**src/ffha_ram.sv**
```systemverilog
// ----------------------------------------------------------------------------
// ffha_ram: simple dual-port synchronous RAM
// One write port, one read port, read data registered.
// ----------------------------------------------------------------------------
module ffha_ram #(
  parameter int WIDTH = 8,
  parameter int DEPTH = 16,
  parameter int AW    = $clog2(DEPTH)
) (
  input  logic             clk,
  input  logic             we,
  input  logic [AW-1:0]    waddr,
  input  logic [WIDTH-1:0] wdata,
  input  logic [AW-1:0]    raddr,
  output logic [WIDTH-1:0] rdata
);

  logic [WIDTH-1:0] mem [DEPTH];
  logic [WIDTH-1:0] rdata_r;

  always_ff @(posedge clk) begin
    if (we) begin
      mem[waddr] <= wdata;
    end
    rdata_r <= mem[raddr];
  end

  assign rdata = rdata_r;

endmodule

```
**config.mk**
```make
export PLATFORM = sky130hd
export DESIGN_NAME = ffha_ram
export DESIGN_NICKNAME = d
export VERILOG_FILES = /design/src/ffha_ram.sv
export SDC_FILE = /design/constraint.sdc
export NUM_CORES = 1
export LEC_CHECK = 0
export ABC_AREA = 1
export CAP_MARGIN = 20
export CORE_MARGIN = 10
export CORE_UTILIZATION = 32
export DETAILED_ROUTE_END_ITERATION = 6
export DONT_BUFFER_PORTS = 1
export GPL_ROUTABILITY_DRIVEN = 0
export PLACE_DENSITY_LB_ADDON = 0.2
export SYNTH_ARGS = -nofsm -noshare
export SYNTH_HDL_FRONTEND = slang
export SYNTH_SLANG_ARGS = --single-unit
export TNS_END_PERCENT = 50
```
**constraint.sdc**
```tcl
create_clock -name clk -period 1.4 [get_ports clk]
set_input_delay 0.07 -clock clk [delete_from_list [all_inputs] [get_ports clk]]
set_output_delay 0.07 -clock clk [all_outputs]
set_load 0.01 [all_outputs]
```
# Word-level counts from Yosys, hierarchy flattened
# Memories as Yosys holds them, arrays and structs flattened. A register that Yosys moved wholly into a read port is not among the register bits.
# Cells that the tools add are included.
# W data, S select, Z words.
[word_totals]
inputBits = 18
output_inout_bits = 8
memories = 1
register_bits = 0
ram_bits = 128
wordCells = 3
[op_classes]
n_mux = 2
[mem_list]
columns = ["memory", "depth", "word_bits", "read_ports", "rd_ports_with_merged_regs", "write_ports", "line_no", "text"]
rows = [
  ["mem", 16, 8, 1, 1, 1, "18", "logic [WIDTH-1:0] mem [DEPTH];"],
]
[op_table]
columns = ["cell", "n"]
rows = [
  ["$mux W1", 2],
]

# Logic depth before layout (Yosys ltp)
[depth]
ltp_word = 2
ltp_mapped = 8

# Worst setup path after synthesis
# No wires, ideal clock.
[synth_timing]
path_kind = "input to register"
startpoint = "input waddr[2]"
endpoint = "memory mem[10][0], enable pin"
stages = 2
path_buffers = 0
setup_time_ns = 0.370
path_slack_ns = 0.379
required_ns = 1.030
arrival_ns = 0.651
path_cell_list = "nand3b_1 nor2_1"
[synth_rtl]
columns = ["item", "line_no", "text"]
rows = [
  ["start, declared", "12", "input logic [AW-1:0] waddr,"],
  ["end, declared", "18", ""],
]
# Straight into the memory's write port.

==> impl_metrics.env <==
export IMPL_drv_slew=0
export IMPL_core_area_sq_mm=0.0178
export IMPL_holdWs_ns=-0.0756
export IMPL_worst_setup_path_start_kind="input port"
export IMPL_status="finished, violations left"
export IMPL_p_sw_share_pct=20.7
export IMPL_placed_area_sq_mm=0.00606
export IMPL_overflow=0
export IMPL_area_delta_synth_final_pct=16.4
export IMPL_initial_core_util_pct=32.3
export IMPL_cp_max_fo=14
export IMPL_grt_pass1_wl_mm=21.2
export IMPL_tightest_slew_ns=0.800
export IMPL_synth_cell_types=12
export IMPL_synth_top_area_share_pct=66.7
export IMPL_clkTransAtPathRegs_ns=0.05
export IMPL_netlist_instances=551
export IMPL_cp_end_kind="register"
export IMPL_r2r_slack_ns=0.39
export IMPL_wirelength_mm=14.2
export IMPL_critical_path_class="in2reg"
export IMPL_place_inst=778
export IMPL_worst_slack_ns=0.112
export IMPL_cts_tree="built"
export IMPL_peakVddDrop_mv=0.789
export IMPL_seq_area_frac_synth_pct=69.4
export IMPL_yosys_register_bits=136
export IMPL_tns_ns=0
export IMPL_clock_power_share_pct=44.3
export IMPL_ys_top_cells_by_area="edfxtp_1, nand2_1, nand3_1"
export IMPL_fin_crit_ns=1.29
export IMPL_postLayoutCellArea_sq_mm=0.00672
export IMPL_seq_power_share_pct=50.5
export IMPL_nets=598
export IMPL_dieArea_sq_mm=0.0238
export IMPL_vias=3701
export IMPL_skew_ns=0.00553
export IMPL_dr_pass1_iters=5
export IMPL_drt_iter0_drc=264
export IMPL_drive_above_1_share_pct=7.76
export IMPL_numCtsBuffers=17
export IMPL_synth_nets=569
export IMPL_drc_errors=0
export IMPL_hold_viol=5
export IMPL_synth_top_area_cell="edfxtp_1"
export IMPL_cts_root_buf="clkbuf_16"
export IMPL_fmax_ghz=0.776
export IMPL_drt_vias_per_instance=4.50
export IMPL_ctsResizeCount=0
export IMPL_syn_cell_area_sq_mm=0.00577
export IMPL_rsz0062_at_grt="no"
export IMPL_power_density_mw_per_mm2=1360
export IMPL_clockBufferDepth=2
export IMPL_dp_slack_ns=0.225
export IMPL_intPower_uw=7230
export IMPL_syn_avg_cell_area_sq_um=10.5
export IMPL_yosys_warnings=0
export IMPL_port_buffers=0
export IMPL_ios=26
export IMPL_ant_nets=0
export IMPL_arrival_ns=1.59
export IMPL_p_leak_uw=0.00284
export IMPL_clock_latency_ns=0.41
export IMPL_wl_per_cell_microns=17.3
export IMPL_gr_usage_all_layers_pct=11.9
export IMPL_drv_cap=0
export IMPL_grt_max_degree=66
export IMPL_slew_limit_headroom_pct=46.5
export IMPL_setup_violations=0
export IMPL_diodes=0
export IMPL_grt_pass1_vias=3491
export IMPL_place_hpwl_mm=8.51
export IMPL_htree_num_levels=4
export IMPL_p_switching_uw=1880
export IMPL_rows=49
export IMPL_fp_dieH_microns=154
export IMPL_cts_sinks=136
export IMPL_power_frac_comb_pct=5.2
export IMPL_violations="hold timing"
export IMPL_min_period_over_period_pct=92.0
export IMPL_cp_required_ns=1.70
export IMPL_die_x_microns=154
export IMPL_grt_antenna_before_repair=0
export IMPL_worstHoldPathType="in2reg"
export IMPL_instances_no_fill=822
registers in the layout, indices dropped and copies added (netlist names):
signal  count
mem       128
rdata       8
per-layer routing:
metal	part of all wire [%]	up-vias	track usage (%)
met5	0	-	0
li1	-	1829	-
met1	47	1769	15.6
met3	5.2	14	3.36
met4	1.7	0	4.18
met2	46	89	18.2
layout by cell type, fill, tap and decap left out:
cell type / synthesis / routed
nand3b_1: 2 / 2
buf_4: 4 / 21
clkinv_1: 0 / 1
dlygate4sd3_1: 0 / 12
nand2_1: 173 / 173
nor2_1: 17 / 17
clkbuf_8: 0 / 2
clkbuf_1: 0 / 9
clkinv_2: 0 / 2
dfxtp_1: 8 / 8
inv_1: 100 / 100
clkbuf_16: 0 / 17
edfxtp_1: 128 / 128
buf_12: 0 / 1
inv_2: 2 / 2
bufinv_16: 0 / 1
nand3_1: 97 / 97
synth_stat cells:
library cell	n
nand3_1	97
nor2_1	17
buf_2	13
buf_4	4
dfxtp_1	8
inv_1	100
inv_2	2
edfxtp_1	128
nand2_1	173
buf_1	1
buf_6	6
nand3b_1	2
layout make-up:
class	count	area, sq um
Clock buffer	28	487
Tap cell	229	287
Multi-Input combinational cell	289	1210
Clock inverter	4	43.8
Sequential cell	136	4000
Fill cell	1724	11100
Timing Repair Buffer	34	298
Inverter	102	383
metrics by stage:
step                      power [uW]  hold slack [ns]  utilization [%]
after floorplan                 4990            0.169                -
after global placement          5060            0.170             34.0
after detailed placement        5060            0.170             34.0
after CTS                       9190          -0.0976             37.6
after global routing            9440          0.00254             37.6
final                           9120          -0.0756             37.6
final timing paths:
kind	startpoint	end	cells past startpoint
hold reg to reg	mem[12][2]$_DFFE_PP_	rdata[2]$_DFF_P_	6
setup / recovery	raddr[2]	rdata[6]$_DFF_P_	4
hold / removal	raddr[1]	rdata[7]$_DFF_P_	4
setup reg to reg	mem[5][7]$_DFFE_PP_	rdata[7]$_DFF_P_	6
critical path: stages:
cell and delay (ns):
dlygate4sd3_1 1.06, nand3_1 0.26, nand3_1 0.15, nand2_1 0.05
power by group through the flow:
stage / logic [uW] / registers, uW / clock network, uW
final: 473 / 4600 / 4040
after global routing: 534 / 4610 / 4300
after CTS: 468 / 4610 / 4120
after detailed placement: 368 / 4690 / 0
after global placement: 368 / 4690 / 0
after floorplan: 321 / 4670 / 0
kinds of logic (layout without fill, tap and decap cells):
kind of cell	Yosys count	after routing	share of synthesized area (%)
flops	136	136	69.4
buf+inv	126	168	9.52
simple gates	289	289	21.0
timing repair:
item                                   4_1_cts  5_1_grt
buffers inserted                             0        0
hold buffers                                11        2
endpoints found under the hold margin      136        5
setup endpoints to repair                    0        1
No activity file was read; power rests on OpenSTA's default activity.
