--- config.mk ---
export PLATFORM = sky130hd
export DESIGN_NAME = ffha_ctrl
export DESIGN_NICKNAME = d
export VERILOG_FILES = /design/src/ffha_pkg.sv /design/src/ffha_ctrl.sv
export SDC_FILE = /design/constraint.sdc
export NUM_CORES = 2
export LEC_CHECK = 0
export BUFFER_PORTS_ARGS = -buffer_cell sky130_fd_sc_hd__buf_4
export CORE_UTILIZATION = 45
export DETAILED_ROUTE_END_ITERATION = 8
export GPL_TIMING_DRIVEN = 0
export PLACE_DENSITY = 0.64
export SETUP_SLACK_MARGIN = 0.2
export SYNTH_ARGS = -nofsm -noshare
export SYNTH_HDL_FRONTEND = slang
export SYNTH_SLANG_ARGS = --single-unit
--- constraint.sdc ---
create_clock -name clk -period 8.7 [get_ports clk]
set_input_delay 0.87 -clock clk [delete_from_list [all_inputs] [get_ports clk]]
set_output_delay 0.87 -clock clk [all_outputs]
set_load 0.02 [all_outputs]
--- src/ffha_pkg.sv ---
// ----------------------------------------------------------------------------
// ffha_pkg: shared definitions for the first-fit heap allocator
// Table sizing, field widths, request and status codes, table entry layout.
// ----------------------------------------------------------------------------
package ffha_pkg;

  localparam int MAX_BLOCKS   = 64;
  localparam int HEADER_BYTES = 32;
  localparam int IDX_W        = $clog2(MAX_BLOCKS);
  localparam int CNT_W        = $clog2(MAX_BLOCKS + 1);
  localparam int ADDR_W       = 24;
  localparam int SIZE_W       = 25;

  localparam logic [SIZE_W-1:0] CAP_LIMIT = 25'h100_0000;
  localparam logic [SIZE_W-1:0] CAP_RESET = 25'h010_0000;
  localparam logic [SIZE_W-1:0] RND_MASK  = 25'd15;

  localparam logic [1:0] MODE_ALLOC   = 2'd0;
  localparam logic [1:0] MODE_FREE    = 2'd1;
  localparam logic [1:0] MODE_CALLOC  = 2'd2;
  localparam logic [1:0] MODE_REALLOC = 2'd3;

  localparam logic [1:0] STAT_GRANTED = 2'd0;
  localparam logic [1:0] STAT_DONE    = 2'd1;
  localparam logic [1:0] STAT_REFUSED = 2'd2;
  localparam logic [1:0] STAT_UNKNOWN = 2'd3;

  typedef struct packed {
    logic [ADDR_W-1:0] start;
    logic [SIZE_W-1:0] size;
    logic              free;
  } entry_t;

  localparam int ENTRY_W = $bits(entry_t);

endpackage

--- src/ffha_ctrl.sv ---
// ----------------------------------------------------------------------------
// ffha_ctrl: request sequencer for the first-fit heap allocator
// Walks the block table in RAM for first-fit and address lookup, appends,
// marks and removes blocks, and keeps the entry count and heap top.
// ----------------------------------------------------------------------------
module ffha_ctrl (
  input  logic                        clk,
  input  logic                        rst_n,
  input  logic [ffha_pkg::SIZE_W-1:0] cap,
  input  logic                        start,
  output logic                        busy,
  input  logic [1:0]                  in_mode,
  input  logic [31:0]                 in_request_size,
  input  logic [31:0]                 in_element_count,
  input  logic [ffha_pkg::ADDR_W-1:0] in_payload_address,
  input  logic                        in_address_present,
  output logic                        ram_we,
  output logic [ffha_pkg::IDX_W-1:0]  ram_waddr,
  output logic [ffha_pkg::ENTRY_W-1:0] ram_wdata,
  output logic [ffha_pkg::IDX_W-1:0]  ram_raddr,
  input  logic [ffha_pkg::ENTRY_W-1:0] ram_rdata,
  output logic                        out_valid,
  output logic [1:0]                  out_status,
  output logic [ffha_pkg::ADDR_W-1:0] out_result_address,
  output logic [ffha_pkg::SIZE_W-1:0] out_granted_size,
  output logic                        out_reused
);

  typedef enum logic [1:0] {
    S_IDLE,
    S_MUL,
    S_SCAN,
    S_RELEASE
  } state_t;

  typedef enum logic {
    K_FIT,
    K_LOOK
  } kind_t;

  localparam logic [ffha_pkg::SIZE_W-1:0] HDR     = ffha_pkg::SIZE_W'(ffha_pkg::HEADER_BYTES);
  localparam logic [ffha_pkg::CNT_W-1:0]  CNT_MAX = ffha_pkg::CNT_W'(ffha_pkg::MAX_BLOCKS);

  state_t                        state_r, state_nxt;
  kind_t                         kind_r, kind_nxt;
  logic [1:0]                    mode_r, mode_nxt;
  logic [31:0]                   size_r, size_nxt;
  logic [31:0]                   elem_r, elem_nxt;
  logic [ffha_pkg::ADDR_W-1:0]   addr_r, addr_nxt;
  logic [63:0]                   want_r, want_nxt;
  logic                          move_r, move_nxt;
  logic [ffha_pkg::CNT_W-1:0]    scan_r, scan_nxt;
  logic                          pend_vld_r, pend_vld_nxt;
  logic [ffha_pkg::IDX_W-1:0]    pend_idx_r, pend_idx_nxt;
  logic [ffha_pkg::IDX_W-1:0]    lk_idx_r, lk_idx_nxt;
  logic [ffha_pkg::ADDR_W-1:0]   lk_start_r, lk_start_nxt;
  logic [ffha_pkg::SIZE_W-1:0]   lk_size_r, lk_size_nxt;
  logic [ffha_pkg::CNT_W-1:0]    ecount_r, ecount_nxt;
  logic [ffha_pkg::SIZE_W-1:0]   top_r, top_nxt;
  logic                          out_valid_r, out_valid_nxt;
  logic [1:0]                    res_status_r, res_status_nxt;
  logic [ffha_pkg::ADDR_W-1:0]   res_addr_r, res_addr_nxt;
  logic [ffha_pkg::SIZE_W-1:0]   res_size_r, res_size_nxt;
  logic                          res_reused_r, res_reused_nxt;

  ffha_pkg::entry_t              rd_e;
  ffha_pkg::entry_t              wr_e;
  logic [63:0]                   prod;
  logic                          want_big;
  logic [ffha_pkg::SIZE_W-1:0]   rounded;
  logic [ffha_pkg::SIZE_W:0]     need_sum;
  logic                          refuse_app;
  logic                          fit_hit;
  logic                          look_hit;
  logic                          hit;
  logic                          is_resize;
  logic [ffha_pkg::ADDR_W-1:0]   rd_payload;
  logic [ffha_pkg::CNT_W-1:0]    lk_next;

  assign rd_e       = ffha_pkg::entry_t'(ram_rdata);
  assign prod       = {32'd0, size_r} * {32'd0, elem_r};
  assign want_big   = (|want_r[63:25]) || (want_r[24] && (|want_r[23:0]));
  assign rounded    = (want_r[ffha_pkg::SIZE_W-1:0] + ffha_pkg::RND_MASK) & ~ffha_pkg::RND_MASK;
  assign need_sum   = {1'b0, top_r} + {1'b0, HDR} + {1'b0, rounded};
  assign refuse_app = want_big || (need_sum > {1'b0, cap}) || (ecount_r >= CNT_MAX);
  assign fit_hit    = rd_e.free && (rd_e.size >= rounded) && !want_big;
  assign look_hit   = ({1'b0, rd_e.start} + HDR) == {1'b0, addr_r};
  assign hit        = pend_vld_r && ((kind_r == K_FIT) ? fit_hit : look_hit);
  assign is_resize  = (mode_r == ffha_pkg::MODE_REALLOC) && (size_r != 32'd0);
  assign rd_payload = rd_e.start + ffha_pkg::ADDR_W'(ffha_pkg::HEADER_BYTES);
  assign lk_next    = ffha_pkg::CNT_W'({1'b0, lk_idx_r}) + ffha_pkg::CNT_W'(1);
  assign ram_raddr  = scan_r[ffha_pkg::IDX_W-1:0];

  always_comb begin
    state_nxt      = state_r;
    kind_nxt       = kind_r;
    mode_nxt       = mode_r;
    size_nxt       = size_r;
    elem_nxt       = elem_r;
    addr_nxt       = addr_r;
    want_nxt       = want_r;
    move_nxt       = move_r;
    scan_nxt       = scan_r;
    pend_vld_nxt   = pend_vld_r;
    pend_idx_nxt   = pend_idx_r;
    lk_idx_nxt     = lk_idx_r;
    lk_start_nxt   = lk_start_r;
    lk_size_nxt    = lk_size_r;
    ecount_nxt     = ecount_r;
    top_nxt        = top_r;
    out_valid_nxt  = 1'b0;
    res_status_nxt = res_status_r;
    res_addr_nxt   = res_addr_r;
    res_size_nxt   = res_size_r;
    res_reused_nxt = res_reused_r;
    ram_we         = 1'b0;
    ram_waddr      = pend_idx_r;
    wr_e           = rd_e;

    case (state_r)
      S_IDLE: begin
        if (start) begin
          mode_nxt       = in_mode;
          size_nxt       = in_request_size;
          elem_nxt       = in_element_count;
          addr_nxt       = in_payload_address;
          want_nxt       = {32'd0, in_request_size};
          move_nxt       = 1'b0;
          scan_nxt       = '0;
          pend_vld_nxt   = 1'b0;
          res_status_nxt = ffha_pkg::STAT_REFUSED;
          res_addr_nxt   = '0;
          res_size_nxt   = '0;
          res_reused_nxt = 1'b0;
          case (in_mode)
            ffha_pkg::MODE_ALLOC: begin
              if (in_request_size == 32'd0) begin
                out_valid_nxt = 1'b1;
              end else begin
                kind_nxt  = K_FIT;
                state_nxt = S_SCAN;
              end
            end
            ffha_pkg::MODE_CALLOC: begin
              if (in_request_size == 32'd0 || in_element_count == 32'd0) begin
                out_valid_nxt = 1'b1;
              end else begin
                state_nxt = S_MUL;
              end
            end
            default: begin
              if (in_mode == ffha_pkg::MODE_REALLOC && in_request_size != 32'd0) begin
                kind_nxt  = in_address_present ? K_LOOK : K_FIT;
                state_nxt = S_SCAN;
              end else if (!in_address_present) begin
                res_status_nxt = ffha_pkg::STAT_DONE;
                out_valid_nxt  = 1'b1;
              end else begin
                kind_nxt  = K_LOOK;
                state_nxt = S_SCAN;
              end
            end
          endcase
        end
      end

      S_MUL: begin
        want_nxt  = prod;
        kind_nxt  = K_FIT;
        state_nxt = S_SCAN;
      end

      S_SCAN: begin
        if (hit) begin
          if (kind_r == K_FIT) begin
            ram_we         = 1'b1;
            ram_waddr      = pend_idx_r;
            wr_e.free      = 1'b0;
            res_status_nxt = ffha_pkg::STAT_GRANTED;
            res_addr_nxt   = rd_payload;
            res_size_nxt   = rd_e.size;
            res_reused_nxt = 1'b1;
            if (move_r) begin
              state_nxt = S_RELEASE;
            end else begin
              out_valid_nxt = 1'b1;
              state_nxt     = S_IDLE;
            end
          end else begin
            lk_idx_nxt   = pend_idx_r;
            lk_start_nxt = rd_e.start;
            lk_size_nxt  = rd_e.size;
            if (!is_resize) begin
              res_status_nxt = ffha_pkg::STAT_DONE;
              state_nxt      = S_RELEASE;
            end else if ({7'd0, rd_e.size} >= size_r) begin
              res_status_nxt = ffha_pkg::STAT_GRANTED;
              res_addr_nxt   = addr_r;
              res_size_nxt   = rd_e.size;
              out_valid_nxt  = 1'b1;
              state_nxt      = S_IDLE;
            end else begin
              move_nxt     = 1'b1;
              kind_nxt     = K_FIT;
              scan_nxt     = '0;
              pend_vld_nxt = 1'b0;
            end
          end
        end else if (scan_r < ecount_r) begin
          scan_nxt     = scan_r + ffha_pkg::CNT_W'(1);
          pend_vld_nxt = 1'b1;
          pend_idx_nxt = scan_r[ffha_pkg::IDX_W-1:0];
        end else begin
          pend_vld_nxt = 1'b0;
          if (kind_r == K_LOOK) begin
            res_status_nxt = ffha_pkg::STAT_UNKNOWN;
            out_valid_nxt  = 1'b1;
            state_nxt      = S_IDLE;
          end else if (refuse_app) begin
            out_valid_nxt = 1'b1;
            state_nxt     = S_IDLE;
          end else begin
            ram_we         = 1'b1;
            ram_waddr      = ecount_r[ffha_pkg::IDX_W-1:0];
            wr_e.start     = top_r[ffha_pkg::ADDR_W-1:0];
            wr_e.size      = rounded;
            wr_e.free      = 1'b0;
            ecount_nxt     = ecount_r + ffha_pkg::CNT_W'(1);
            top_nxt        = need_sum[ffha_pkg::SIZE_W-1:0];
            res_status_nxt = ffha_pkg::STAT_GRANTED;
            res_addr_nxt   = top_r[ffha_pkg::ADDR_W-1:0] +
                             ffha_pkg::ADDR_W'(ffha_pkg::HEADER_BYTES);
            res_size_nxt   = rounded;
            res_reused_nxt = 1'b0;
            if (move_r) begin
              state_nxt = S_RELEASE;
            end else begin
              out_valid_nxt = 1'b1;
              state_nxt     = S_IDLE;
            end
          end
        end
      end

      S_RELEASE: begin
        if (lk_next == ecount_r) begin
          top_nxt    = top_r - (HDR + lk_size_r);
          ecount_nxt = ecount_r - ffha_pkg::CNT_W'(1);
        end else begin
          ram_we     = 1'b1;
          ram_waddr  = lk_idx_r;
          wr_e.start = lk_start_r;
          wr_e.size  = lk_size_r;
          wr_e.free  = 1'b1;
        end
        out_valid_nxt = 1'b1;
        state_nxt     = S_IDLE;
      end

      default: begin
        state_nxt = S_IDLE;
      end
    endcase
  end

  assign ram_wdata = wr_e;

  always_ff @(posedge clk) begin
    if (!rst_n) begin
      state_r     <= S_IDLE;
      pend_vld_r  <= 1'b0;
      ecount_r    <= '0;
      top_r       <= '0;
      out_valid_r <= 1'b0;
    end else begin
      state_r     <= state_nxt;
      pend_vld_r  <= pend_vld_nxt;
      ecount_r    <= ecount_nxt;
      top_r       <= top_nxt;
      out_valid_r <= out_valid_nxt;
    end
    kind_r       <= kind_nxt;
    mode_r       <= mode_nxt;
    size_r       <= size_nxt;
    elem_r       <= elem_nxt;
    addr_r       <= addr_nxt;
    want_r       <= want_nxt;
    move_r       <= move_nxt;
    scan_r       <= scan_nxt;
    pend_idx_r   <= pend_idx_nxt;
    lk_idx_r     <= lk_idx_nxt;
    lk_start_r   <= lk_start_nxt;
    lk_size_r    <= lk_size_nxt;
    res_status_r <= res_status_nxt;
    res_addr_r   <= res_addr_nxt;
    res_size_r   <= res_size_nxt;
    res_reused_r <= res_reused_nxt;
  end

  assign busy               = (state_r != S_IDLE);
  assign out_valid          = out_valid_r;
  assign out_status         = res_status_r;
  assign out_result_address = res_addr_r;
  assign out_granted_size   = res_size_r;
  assign out_reused         = res_reused_r;

endmodule

; Yosys cells after proc, flatten, opt, wreduce, memory -nomap -nowiden
; Index checks and enable logic that the tools add are counted.
[classes]
n_addsub = 12
multipliers = 1
magnitude_cmp = 5
n_eq_ne = 36
muxes = 130
bitwise = 1
reduce_logical = 38
[ops]
columns = op, n
row1 = 2-to-1 mux 25 bit, 13
row2 = 2-to-1 mux 50 bit, 4
row3 = 2-to-1 mux 24 bit, 8
row4 = one-hot mux 64 bit (2 select lines), 1
row5 = one-hot mux 25 bit (2 select lines), 2
row6 = one-hot mux 50 bit (2 select lines), 1
row7 = 2-to-1 mux 7 bit, 11
row8 = zero test 32 bit, 2
row9 = multiplier 32 x 32 -> 64 bit, 1
row10 = 2-to-1 mux 64 bit, 1
row11 = nonzero test 32 bit, 2
row12 = 2-to-1 mux 49 bit, 1
row13 = "adder 24 x 6 -> 24 bit, second input constant", 2
row14 = one-hot mux 24 bit (2 select lines), 1
row15 = 2-to-1 mux 2 bit, 23
row16 = 2-to-1 mux 1 bit, 45
row17 = "!= test 3 bit, second input constant", 13
row18 = OR reduction 39 bit, 1
row19 = AND reduction 6 bit, 6
row20 = >= comparator 25 x 32 -> 1 bit, 1
row21 = 2-to-1 mux 6 bit, 5
row22 = one-hot mux 7 bit (2 select lines), 2
row23 = "adder 25 x 6 -> 26 bit, second input constant", 1
row24 = adder 26 x 25 -> 26 bit, 1
row25 = other kinds (38), 75
[totals]
regBits = 312
in_bits = 169

; Depth between registers and ports, before layout
[depth]
ltp_word = 10
mapped_depth = 28
mapped_depth_nobuf = 25

; Least setup slack after synthesis
; No wires, ideal clock.
[synth_timing]
path_type = reg-to-reg
from = register want_r[4]
to = register res_size_r, in the netlist out_granted_size[0], enable pin
setup_time_ns = 0.516
arrival_ns = 8.420
setup_slack_ns = -0.236
stages_incl_launch_ff = 26
n_path_buf = 1
cell_sequence = edfxtp_1 > nand2_1 > nor4b_2 > and3_1 > clkbuf_1 > nand3_1 > xnor2_1 > ha_1 > ha_1 > a21o_1 > a21oi_1 > o21a_1 > o221ai_1 > a21o_1 > a21oi_1 > xnor2_1 > ha_1 > a21o_1 > a21o_1 > a211oi_1 > nand4_1 > a211oi_1 > o21ai_0 > nor2_1 > nor3_1 > nor3_1
[synth_between]
elab_chain_cells = 9
word_cells_on_any_way = 18
[synth_lines]
columns = element, line_no
row1 = from (decl), ffha_ctrl.sv:50  ; logic [63:0] want_r, want_nxt;
row2 = from (signal assigned), ffha_ctrl.sv:287  ; want_r <= want_nxt;
row3 = branches (longest 8 deep; another with adder 26 x 25 -> 26 bit), --
row4 = AND reduction 7 bit (no source line) (*), --
row5 = to (signal assigned), ffha_ctrl.sv:296  ; res_size_r <= res_size_nxt;
row6 = to (decl), ffha_ctrl.sv:63  ; logic [ffha_pkg::SIZE_W-1:0] res_size_r, res_size_nxt;
; Mark *: on every way between the ends.
; A chain may end at the register's enable or synchronous reset.

; Worst setup path after layout
[layout_timing]
from = register elem_r[31]
to = register want_r[61] (data pin)
[layout_between]
elab_chain_cells = 2
[layout_lines]
columns = element, line_no
row1 = from (decl), ffha_ctrl.sv:48  ; logic [31:0] elem_r, elem_nxt;
row2 = from (signal assigned), ffha_ctrl.sv:285  ; elem_r <= elem_nxt;
row3 = multiplier 32 x 32 -> 64 bit, ffha_ctrl.sv:81  ; assign prod = {32'd0, size_r} * {32'd0, elem_r};
row4 = one-hot mux 64 bit (2 select lines), ffha_ctrl.sv:120  ; case (state_r)
; No other way between the ends.

==> results.cfg <==
[status]
status = finished, violations left
violations = max-capacitance violations

[grt]
grt_pass1_vias = 46600
grt_max_degree = 65
grt_antenna_before_repair = 34
grt_usage_pct = 38.1
gr-total-overflow = 0
grt_first_pass_wirelength_um = 330000

[route]
totalWireLength_um = 233000
vias = 47100
drt-wirelength-per-cell_um = 29.4
drt_iter0_drc = 5342
vias_per_cell = 5.93
route.detailed.drc = 0
firstDrtPassIters = 6
ant_nets = 0

[placement]
gp_congestion = 1.06
dp.cells = 7739
io_buffers = 284
hpwl_um = 189000

[setup_path]
crit_slowest_cell = edfxtp_1
cp_num_buf_inv = 5
required_ns = 9.07
endpoint_kind = flop
cpMostUsedCell = fa_1
critical_path.cell_chain = buf_2, and2_1, fa_1, fa_1, fa_1, fa_1, fa_1, fa_1, fa_1, inv_1, fa_1, inv_1, ha_1, clkbuf_2, nand4_1, nor2_4, nand3_2, a2111oi_4, buf_6, o31ai_4, a41oi_2, a41o_1, mux2i_1, a311o_1
slowest_delay_ns = 0.70
critical_path_class = reg -> reg
path_delay_family = adder cells
cp_data_arrival_time_ns = 8.83
cp-start-kind = flop
crit_fanout = 11

[final_layout]
finalNonFillerCells = 7935
area_delta_synth_final_pct = 15.5
drive_above_1_share_pct = 14.1
fillCellCount = 11300
fin_nets = 7779

[sta]
worst_pin_slew_ns = 1.47
clock_skew_ns = 0.0515
slew_headroom_pct = 1.21
rsz0062_at_grt = false
finalSetupViolCount = 0
fmax_mhz = 118
slew_violations = 0
hold_viol_final = 0
fin_crit_ns = 8.46
finalCritPeriodShare_pct = 97.2

[die]
die_h_um = 350
die_x_um = 350
core_mm2 = 0.120
dieArea_mm2 = 0.122
initial_utilization_pct = 45.4
row_count = 127
io-pin-count = 286

[logic_synthesis]
synth_edf_count = 276
synth-compound-area-share_pct = 8.51
synthAdderAreaFrac_pct = 43.2
synth_common_cells = inv_1, fa_1, nand2_1, and2_1, ha_1
synth_top_family_by_area = adder cells
yosysTopAreaCellShare_pct = 33.1
synthSimpleGateAreaFrac_pct = 16.4
netlist_area_mm2 = 0.0544
ys_seq_area_share_pct = 16.6
synth_cell_type_count = 88
synth_warnings = 0
synthTopCellsByArea = fa_1, edfxtp_1, ha_1, inv_1, and2_1
synth_seq_cells = 312
synth_fp_nets = 7345
synth_most_common_cell = inv_1
postSynthAreaPerCell_um2 = 9.32
synthCells = 5836
synthArstFlopShare_pct = 0
synth_top_area_cell = fa_1
synth_xor_xnor_area_share_pct = 2.74
synthFlopType = edfxtp_1
muxShareOfSynthArea_pct = 2.80

[clock_network]
cts_sinks = 312
cts_root_buf = clkbuf_16
clockBufferDepth = 3
post_cts_hold_buffer_count = 0
clk-insertion-delay-late_ns = 0.67
numCtsBuffers = 43
cts_tree = done
clk_pin_slew_ns = 0.06
htreeDepth = 2

[hold_path]
worst_hold_path_type = in -> reg

[flow_run]
maxCapViolations = 1
-- cells in the final DEF (no fill, tap or decap), types with 61 or more instances in the layout --
cell	count
xnor2_1	97
clkbuf_1	95
nor2_1	177
mux2i_1	121
a21oi_1	162
clkbuf_2	83
nand2_1	762
and2_1	474
o21ai_0	85
a21o_1	61
fa_1	892
edfxtp_1	276
buf_4	393
ha_1	438
inv_1	1074
-- kinds of logic after synthesis --
group	count (synthesis)
compound gates	676
xor+xnor	167
fa+ha+maj	1340
buf+inv	1390
flops	312
mux	149
simple gates	1802
-- per-layer routing --
layer,GRT usage (%),wire length (um)
met1,50.1,88300
met2,55.8,98300
met3,10.9,29500
met4,22.3,16800
met5,0,161
-- stage by stage --
stage	setup TNS, ns	setup WS (ns)	utilization (%)	cell area [um2]	hold WS, ns
CTS	0	0.200	51.6	61900	0.366
finish	0	0.244	52.4	62800	0.383
global route	0	0.155	52.4	62800	0.374
global placement	-268.07	-3.48	48.9	58500	0.484
detailed placement	-68.70	-1.29	49.0	58700	0.490
floorplan	0	1.18	-	54400	0.466
-- worst paths after layout --
path / cells after the start / slack, ns / start / endpoint
min: 1 / 0.38 / in_payload_address[10] / addr_r[10]$_DFFE_PP_
max: 24 / 0.24 / elem_r[31]$_DFFE_PP_ / want_r[61]$_SDFFCE_PN0P_
max reg2reg: 24 / 0.24 / elem_r[31]$_DFFE_PP_ / want_r[61]$_SDFFCE_PN0P_
min reg2reg: 2 / 0.51 / top_r[24]$_SDFFE_PN0P_ / top_r[24]$_SDFFE_PN0P_
-- layout make-up --
type / instances / area (um2) / share of cell area (%)
diodes: 19 / 47.5 / 0.0757
plain buffers: 307 / 1710 / 2.72
clock buffers: 47 / 1090 / 1.74
clock inverters: 32 / 349 / 0.556
inverters: 1077 / 4050 / 6.44
multi-input cells: 4134 / 41200 / 65.7
flip-flops and latches: 312 / 9010 / 14.3
well taps: 1612 / 2020 / 3.21
repair buffers: 395 / 3300 / 5.26
-- flip-flops by register name, summed over array words and instances, names as in the netlist, 24 cells and up --
| signal | cells |
|---|---|
| top_r | 25 |
| size_r | 32 |
| out_result_address | 24 |
| lk_size_r | 25 |
| out_granted_size | 25 |
| lk_start_r | 24 |
| addr_r | 24 |
| elem_r | 32 |
| want_r | 64 |
-- timing repair --
item	in CTS	in global routing
setup endpoints to repair	156	81
setup buffers	67	36
resized for setup	308	237
cloned	1	0
pin swaps	15	26
Power is left out: the tool's default activity adds up to more than one toggle a clock period on the data nets, which glitch-free logic cannot reach.
